File: src/rtl/core/wfd_pkg.sv
// shared types and constants for the word frame deframer
`timescale 1ns / 1ps
package wfd_pkg;

  // assembled word travelling from the byte assembler to the frame parser
  typedef struct packed {
    logic        vld;
    logic [31:0] data;
  } wfd_word_t;

  typedef struct packed {
    logic [31:0] frame_name;
    logic [31:0] data_word;
    logic [15:0] word_index;
    logic        has_data;
    logic        last_of_frame;
  } wfd_result_t;

  typedef struct packed {
    logic [15:0] max_length;
    logic [15:0] handler_count;
  } wfd_cfg_t;

  localparam int unsigned CFG_IDX_W = 8;

  localparam logic [CFG_IDX_W-1:0] CFG_IDX_MAX_LENGTH    = 8'd0;
  localparam logic [CFG_IDX_W-1:0] CFG_IDX_HANDLER_COUNT = 8'd1;

  localparam logic [15:0] MAX_LENGTH_RST    = 16'd1000;
  localparam logic [15:0] HANDLER_COUNT_RST = 16'd16;

endpackage

File: src/rtl/core/wfd_assembler.sv
// gathers serial bytes into 32-bit little-endian words
`timescale 1ns / 1ps
module wfd_assembler (
  input  logic              clk,
  input  logic              rst_n,
  input  logic              byte_vld,
  input  logic [7:0]        byte_in,
  output wfd_pkg::wfd_word_t word_o
);
  import wfd_pkg::*;

  logic [1:0]  pos_r, pos_nxt;
  logic [23:0] partial_r, partial_nxt;
  wfd_word_t   word_r, word_nxt;

  always_comb begin
    pos_nxt      = pos_r;
    partial_nxt  = partial_r;
    word_nxt.vld = 1'b0;
    word_nxt.data = {byte_in, partial_r};
    if (byte_vld) begin
      pos_nxt = pos_r + 2'd1;
      case (pos_r)
        2'd0: partial_nxt[7:0]   = byte_in;
        2'd1: partial_nxt[15:8]  = byte_in;
        2'd2: partial_nxt[23:16] = byte_in;
        default: begin
          // fourth byte completes the word
          word_nxt.vld = 1'b1;
          partial_nxt  = '0;
        end
      endcase
    end
  end

  always_ff @(posedge clk) begin
    if (!rst_n) begin
      pos_r      <= 2'd0;
      partial_r  <= '0;
      word_r.vld <= 1'b0;
    end else begin
      pos_r      <= pos_nxt;
      partial_r  <= partial_nxt;
      word_r.vld <= word_nxt.vld;
    end
    word_r.data <= word_nxt.data;
  end

  assign word_o = word_r;

endmodule

File: src/rtl/core/wfd_parser.sv
// frame state machine: sync, name, length and data words
`timescale 1ns / 1ps
module wfd_parser (
  input  logic                 clk,
  input  logic                 rst_n,
  input  wfd_pkg::wfd_word_t   word_i,
  input  wfd_pkg::wfd_cfg_t    cfg_i,
  output logic                 res_vld,
  output wfd_pkg::wfd_result_t res_o
);
  import wfd_pkg::*;

  localparam logic [1:0] PH_SYNC = 2'd0;
  localparam logic [1:0] PH_NAME = 2'd1;
  localparam logic [1:0] PH_LEN  = 2'd2;
  localparam logic [1:0] PH_DATA = 2'd3;

  logic [1:0]  phase_r, phase_nxt;
  logic [31:0] name_r, name_nxt;
  logic [15:0] remain_r, remain_nxt;
  logic [15:0] idx_r, idx_nxt;
  logic        name_ok;
  logic        emit;

  assign name_ok = name_r < {16'd0, cfg_i.handler_count};

  always_comb begin
    phase_nxt  = phase_r;
    name_nxt   = name_r;
    remain_nxt = remain_r;
    idx_nxt    = idx_r;
    emit       = 1'b0;
    res_o.frame_name    = name_r;
    res_o.data_word     = word_i.data;
    res_o.word_index    = idx_r;
    res_o.has_data      = 1'b1;
    res_o.last_of_frame = (remain_r == 16'd1);
    if (word_i.vld) begin
      unique case (phase_r)
        PH_SYNC: begin
          if (word_i.data == 32'd0) phase_nxt = PH_NAME;
        end
        PH_NAME: begin
          name_nxt  = word_i.data;
          phase_nxt = PH_LEN;
        end
        PH_LEN: begin
          if (word_i.data > {16'd0, cfg_i.max_length}) begin
            phase_nxt = PH_SYNC;
          end else if (word_i.data == 32'd0) begin
            // empty frame still gives one marker word
            emit                = 1'b1;
            res_o.data_word     = 32'd0;
            res_o.word_index    = 16'd0;
            res_o.has_data      = 1'b0;
            res_o.last_of_frame = 1'b1;
            phase_nxt           = PH_SYNC;
          end else begin
            remain_nxt = word_i.data[15:0];
            idx_nxt    = 16'd0;
            phase_nxt  = PH_DATA;
          end
        end
        PH_DATA: begin
          emit       = 1'b1;
          remain_nxt = remain_r - 16'd1;
          idx_nxt    = idx_r + 16'd1;
          if (remain_r == 16'd1) phase_nxt = PH_SYNC;
        end
        default: phase_nxt = PH_SYNC;
      endcase
    end
  end

  assign res_vld = emit && name_ok;

  always_ff @(posedge clk) begin
    if (!rst_n) begin
      phase_r  <= PH_SYNC;
      name_r   <= '0;
      remain_r <= '0;
      idx_r    <= '0;
    end else begin
      phase_r  <= phase_nxt;
      name_r   <= name_nxt;
      remain_r <= remain_nxt;
      idx_r    <= idx_nxt;
    end
  end

`ifndef NO_ASSERTIONS
  // data phase is only entered with a nonzero count and left at the last word
  a_data_count: assert property (@(posedge clk) disable iff (!rst_n)
    phase_r == PH_DATA |-> remain_r != 16'd0)
    else $error("data phase with zero words remaining");

  a_res_needs_word: assert property (@(posedge clk) disable iff (!rst_n)
    res_vld |-> word_i.vld && (phase_r == PH_LEN || phase_r == PH_DATA))
    else $error("result without a completed word");
`endif

endmodule

File: src/rtl/core/wfd_out_fifo.sv
// two-entry result queue that decouples the parser from the output stream
`timescale 1ns / 1ps
module wfd_out_fifo (
  input  logic                 clk,
  input  logic                 rst_n,
  input  logic                 push,
  input  wfd_pkg::wfd_result_t push_data,
  input  logic                 pop,
  output logic                 not_empty,
  output logic [1:0]           count,
  output wfd_pkg::wfd_result_t head
);
  import wfd_pkg::*;

  wfd_result_t mem_r [2];
  logic        wr_ptr_r, wr_ptr_nxt;
  logic        rd_ptr_r, rd_ptr_nxt;
  logic [1:0]  cnt_r, cnt_nxt;
  logic        do_pop;

  assign do_pop = pop && (cnt_r != 2'd0);

  always_comb begin
    wr_ptr_nxt = push ? ~wr_ptr_r : wr_ptr_r;
    rd_ptr_nxt = do_pop ? ~rd_ptr_r : rd_ptr_r;
    cnt_nxt    = cnt_r + {1'b0, push} - {1'b0, do_pop};
  end

  always_ff @(posedge clk) begin
    if (!rst_n) begin
      wr_ptr_r <= 1'b0;
      rd_ptr_r <= 1'b0;
      cnt_r    <= 2'd0;
    end else begin
      wr_ptr_r <= wr_ptr_nxt;
      rd_ptr_r <= rd_ptr_nxt;
      cnt_r    <= cnt_nxt;
    end
    if (push) mem_r[wr_ptr_r] <= push_data;
  end

  assign not_empty = cnt_r != 2'd0;
  assign count     = cnt_r;
  assign head      = mem_r[rd_ptr_r];

`ifndef NO_ASSERTIONS
  a_no_overflow: assert property (@(posedge clk) disable iff (!rst_n)
    !(push && cnt_r == 2'd2))
    else $error("result pushed into a full queue");

  a_count_range: assert property (@(posedge clk) disable iff (!rst_n)
    cnt_r != 2'd3)
    else $error("queue count out of range");
`endif

endmodule

File: src/rtl/core/word_frame_deframer.sv
// top level of the length-prefixed word deframer
`timescale 1ns / 1ps
// Takes one received byte per cycle on in_* and assembles 32-bit words, low
// byte first. A frame is a zero sync word, a name word, a length word and that
// many data words; nonzero words are skipped while waiting for sync, and a
// frame longer than max_length is dropped. For names below handler_count each
// data word comes out on out_* with its name and index, tlast on the final one,
// and a zero-length frame gives one word with tuser low. Throughput is one byte
// per cycle while in_tready is high; once its fourth byte is taken, a result
// passes through the byte assembler register, then the two-entry output queue.
// in_tready drops while the output queue holds two results, or holds one
// result while a completed word waits in the word stage. Registers: index 0
// max_length, index 1 handler_count; write them only while the block is idle.
// cfg_ready is always high.
module word_frame_deframer (
  input  logic                           clk,
  input  logic                           rst_n,
  input  logic                           in_tvalid,
  output logic                           in_tready,
  input  logic [7:0]                     in_tdata,   // [7:0] rx_byte
  output logic                           out_tvalid,
  input  logic                           out_tready,
  // [31:0] frame_name, [63:32] data_word, [79:64] word_index
  output logic [79:0]                    out_tdata,
  output logic                           out_tuser,  // [0] has_data
  output logic                           out_tlast,
  input  logic                           cfg_valid,
  output logic                           cfg_ready,
  input  logic [wfd_pkg::CFG_IDX_W-1:0] cfg_index,
  input  logic [15:0]                    cfg_data
);
  import wfd_pkg::*;

  wfd_cfg_t    cfg_r, cfg_nxt;
  wfd_word_t   word;
  wfd_result_t res;
  wfd_result_t head;
  logic        res_vld;
  logic [1:0]  fifo_cnt;
  logic        in_acc;

  assign cfg_ready = 1'b1;

  always_comb begin
    cfg_nxt = cfg_r;
    if (cfg_valid) begin
      unique case (cfg_index)
        CFG_IDX_MAX_LENGTH:    cfg_nxt.max_length    = cfg_data;
        CFG_IDX_HANDLER_COUNT: cfg_nxt.handler_count = cfg_data;
        default: ;
      endcase
    end
  end

  always_ff @(posedge clk) begin
    if (!rst_n) begin
      cfg_r.max_length    <= MAX_LENGTH_RST;
      cfg_r.handler_count <= HANDLER_COUNT_RST;
    end else begin
      cfg_r <= cfg_nxt;
    end
  end

  // leave room for the word in flight and the one this byte may complete
  assign in_tready = (fifo_cnt == 2'd0) || (fifo_cnt == 2'd1 && !word.vld);
  assign in_acc    = in_tvalid && in_tready;

  wfd_assembler u_asm (
    .clk     (clk),
    .rst_n   (rst_n),
    .byte_vld(in_acc),
    .byte_in (in_tdata),
    .word_o  (word)
  );

  wfd_parser u_parser (
    .clk    (clk),
    .rst_n  (rst_n),
    .word_i (word),
    .cfg_i  (cfg_r),
    .res_vld(res_vld),
    .res_o  (res)
  );

  wfd_out_fifo u_fifo (
    .clk      (clk),
    .rst_n    (rst_n),
    .push     (res_vld),
    .push_data(res),
    .pop      (out_tready),
    .not_empty(out_tvalid),
    .count    (fifo_cnt),
    .head     (head)
  );

  assign out_tdata = {head.word_index, head.data_word, head.frame_name};
  assign out_tuser = head.has_data;
  assign out_tlast = head.last_of_frame;

endmodule
File: config.mk
export PLATFORM = sky130hd
export DESIGN_NAME = word_frame_deframer
export DESIGN_NICKNAME = d
export VERILOG_FILES = /design/src/rtl/core/wfd_pkg.sv /design/src/rtl/core/wfd_assembler.sv /design/src/rtl/core/wfd_parser.sv /design/src/rtl/core/wfd_out_fifo.sv /design/src/rtl/core/word_frame_deframer.sv
export SDC_FILE = /design/constraint.sdc
export NUM_CORES = 1
export LEC_CHECK = 0
export BUFFER_PORTS_ARGS = -buffer_cell sky130_fd_sc_hd__buf_2
export CAP_MARGIN = 30
export CORE_MARGIN = 4
export CORE_UTILIZATION = 36
export DETAILED_ROUTE_END_ITERATION = 10
export PLACE_DENSITY_LB_ADDON = 0.05
export RECOVER_POWER = 25
export SYNTH_ARGS = -nofsm -noshare
export SYNTH_HDL_FRONTEND = slang
export SYNTH_SLANG_ARGS = --single-unit
File: constraint.sdc
create_clock -name clk -period 12.5 [get_ports clk]
set_input_delay 1.875 -clock clk [delete_from_list [all_inputs] [get_ports clk]]
set_output_delay 1.875 -clock clk [all_outputs]
set_load 0.005 [all_outputs]
==> qor.yml <==
pwr:
  ir_drop_v: 0.0000847
  powerDensity_mw_per_mm2: 160
  cellLeakagePower_nw: 5.44
placed_design:
  dpl.hpwl_um: 22300
  routabilityCongestion: 0.782
  placed_area_mm2: 0.0143
  dp_slack_ns: 8.46
  io_buffers: 120
  dp_cells: 1638
sta:
  fmax_mhz: 229
  hold_viol: 0
  fin_crit_ns: 4.36
  tightestPinTransition_ns: 1.06
  layout_setup_ws_ns: 8.14
  worst_slew_margin_rel: 0.278
  slew_violations: 0
  finalSetupViolations: 0
  tns_ns: 0
  grt_setup_unrepaired: "no"
  final.period_utilization: 0.349
  finalClockSkew_ns: 0.0194
global_routing:
  grt_pass1_vias: 8515
  busiest_layer: "met2"
  met2_usage: 0.284
  grt_use_met3: 0.0297
  grt-ovfl-total: 0
  grt_pass1_wl_um: 51400
  grt_max_degree: 86
  antenna_found_initial: 0
  track_usage: 0.168
  grt_use_met1: 0.223
yosys:
  synth.yosys.seq_area_share: 0.616
  avgSynthCellArea_um2: 11.8
  ys_ff_latch: 326
  syn_area_mm2: 0.0133
  syn_inst: 1123
  ys_types: 53
  yosys_warnings: 0
  ys.flop_type: "edfxtp_1"
  async_flop_share: 0
  syn-num-nets: 1200
  synth_edf_count: 164
clocking:
  postCtsResizedCells: 0
  tritoncts: "built"
  path_clk_slew_ns: 0.06
  post_cts_buffers: 0
  clockRootBuffer: "clkbuf_16"
  ctsHtreeMaxLevel: 2
  insertion_delay_ns: 0.52
  cts_sinks: 326
  cts_buffers: 38
  hold_buffers: 0
  clockBufferDepth: 3
finish:
  drive_gt1_frac: 0.228
  stdcell_count: 1707
  final_util: 0.423
  nets: 1287
  layout.cells.most_common_list: "edfxtp_1, dfxtp_1, nand2_1, buf_2, mux2_2"
  n_fill_cell: 3509
  area_growth_pct: 16.5
  n_antenna_cell: 0
  finalInstanceArea_mm2: 0.0155
  final_common_cell: "edfxtp_1"
flow_run:
  cap_violations: 0
floorplanning:
  num_rows: 70
  start_util: 0.363
  dieArea_mm2: 0.0400
  ios: 122
  fp.dieH_um: 200
  core_mm2: 0.0365
  die_w_um: 200
setup_path:
  end_kind: "primary output"
  worstPathRequired_ns: 10.62
  path_class: "reg -> out"
  worstPathMaxFanout: 53
  arrival_ns: 2.49
  reg2reg_depth: 14
  crit_path_start_kind: "register"
drt:
  num_vias: 8542
  wl_per_cell_um: 19.8
  drc: 0
  ant_nets: 0
  drt-pass1-iter-count: 5
  totalWireLength_um: 33800
  avgViaCountPerCell: 5.00
  drtIter0Drc: 402
outcome:
  outcome: "finished clean"
hold_path:
  hold_depth: 0
  hp-class: "reg -> reg"
-- sequential cells by signal (all words and copies together), names as in the netlist, named ones only --
register and flops:
u_fifo.count 2, u_asm.partial_r 24, u_asm.pos_r 2, u_fifo.wr_ptr_r 1, u_asm.word_o 33, u_parser.phase_r 2, u_fifo.rd_ptr_r 1, u_parser.name_r 32
cfg_r 32, u_parser.remain_r 16, u_parser.idx_r 16, u_fifo.mem_r 164
-- cells in the mapped netlist, types with 2 or more instances --
cell type  count  area [µm²]
nand3_1       40         200
o21ai_0       33         165
nor2b_1       48         300
o2111ai_1      2        17.5
a31oi_1        4        25.0
nor4_1        16         100
edfxtp_1     164        4920
nand4_1        9        56.3
o22ai_1        2        12.5
o221a_2        3        33.8
or3_1         16         100
o211ai_1      12        90.1
a22o_1         8        70.1
nor3_1         7        35.0
nor2_1        35         131
nand2_1      135         507
mux2_2        82         923
dfxtp_1      162        3240
and3_1         5        31.3
buf_2          2        10.0
inv_1         41         154
buf_4          2        15.0
or4_1          8        60.1
o31a_1         2        17.5
o311ai_0       3        26.3
o21a_1         4        30.0
xnor2_1        4        35.0
mux2i_1       28         280
a21oi_1       33         165
a21boi_0      54         405
o31ai_1        7        52.6
or2_2          3        18.8
nand2b_1       4        25.0
ha_1          40         500
and2_1         8        50.1
clkbuf_1      80         300
-- layer usage --
metal  share of wire  up-vias  wire length (µm)
met4           0.021        0               715
li1                -     4185                 -
met1            0.45     4142             15300
met2            0.48      165             16400
met5               0        -                 0
met3           0.043       50              1450
-- final timing paths --
path	start	endpoint	slack (ns)
min	u_asm.partial_r[22]	u_asm.word_o[22]	0.35
max reg2reg	u_asm.word_o[0]	u_fifo.count[1]	8.39
min reg2reg	u_asm.partial_r[22]	u_asm.word_o[22]	0.35
max	register	out_tdata[0]	8.14
-- worst max-delay path, cell delays in order, from the launching register on --
cell     delay, ns
dfxtp_4       0.60
buf_4         0.74
mux2_2        0.45
buf_2         0.14
-- report_power, final --
part	switching (mW)	internal [mW]	total, mW	leakage, nW
sequential	0.0425	1.14	1.18	2.72
clock	0.420	0.633	1.05	0.585
combinational	0.121	0.115	0.236	2.14
-- metrics by stage --
stage                     hold slack (ns)  total power [mW]
after global placement              0.335              1.45
after CTS                           0.352              2.51
after floorplan                     0.331              1.34
after detailed placement            0.338              1.45
final                               0.348              2.47
after global routing                0.356              2.58
-- cells by family after synthesis --
group | Yosys count | synth area share
compound gates | 177 | 0.0912
fa+ha+maj | 40 | 0.0377
buf+inv | 125 | 0.0361
other cells | 1 | 0.000283
xor+xnor | 4 | 0.00264
flops | 326 | 0.616
mux | 110 | 0.0907
simple gates | 340 | 0.126
-- cell type report --
| cell class | instances | area (µm²) | area share |
|---|---|---|---|
| timing repair buffer | 131 | 693 | 0.0449 |
| clock buffer | 55 | 1110 | 0.0716 |
| inverter | 41 | 154 | 0.00996 |
| tap | 468 | 586 | 0.0379 |
| clock inverter | 14 | 91.3 | 0.00591 |
| multi-input combinational | 672 | 4650 | 0.301 |
| sequential | 326 | 8170 | 0.529 |
Power figures use the tool's default switching activity.
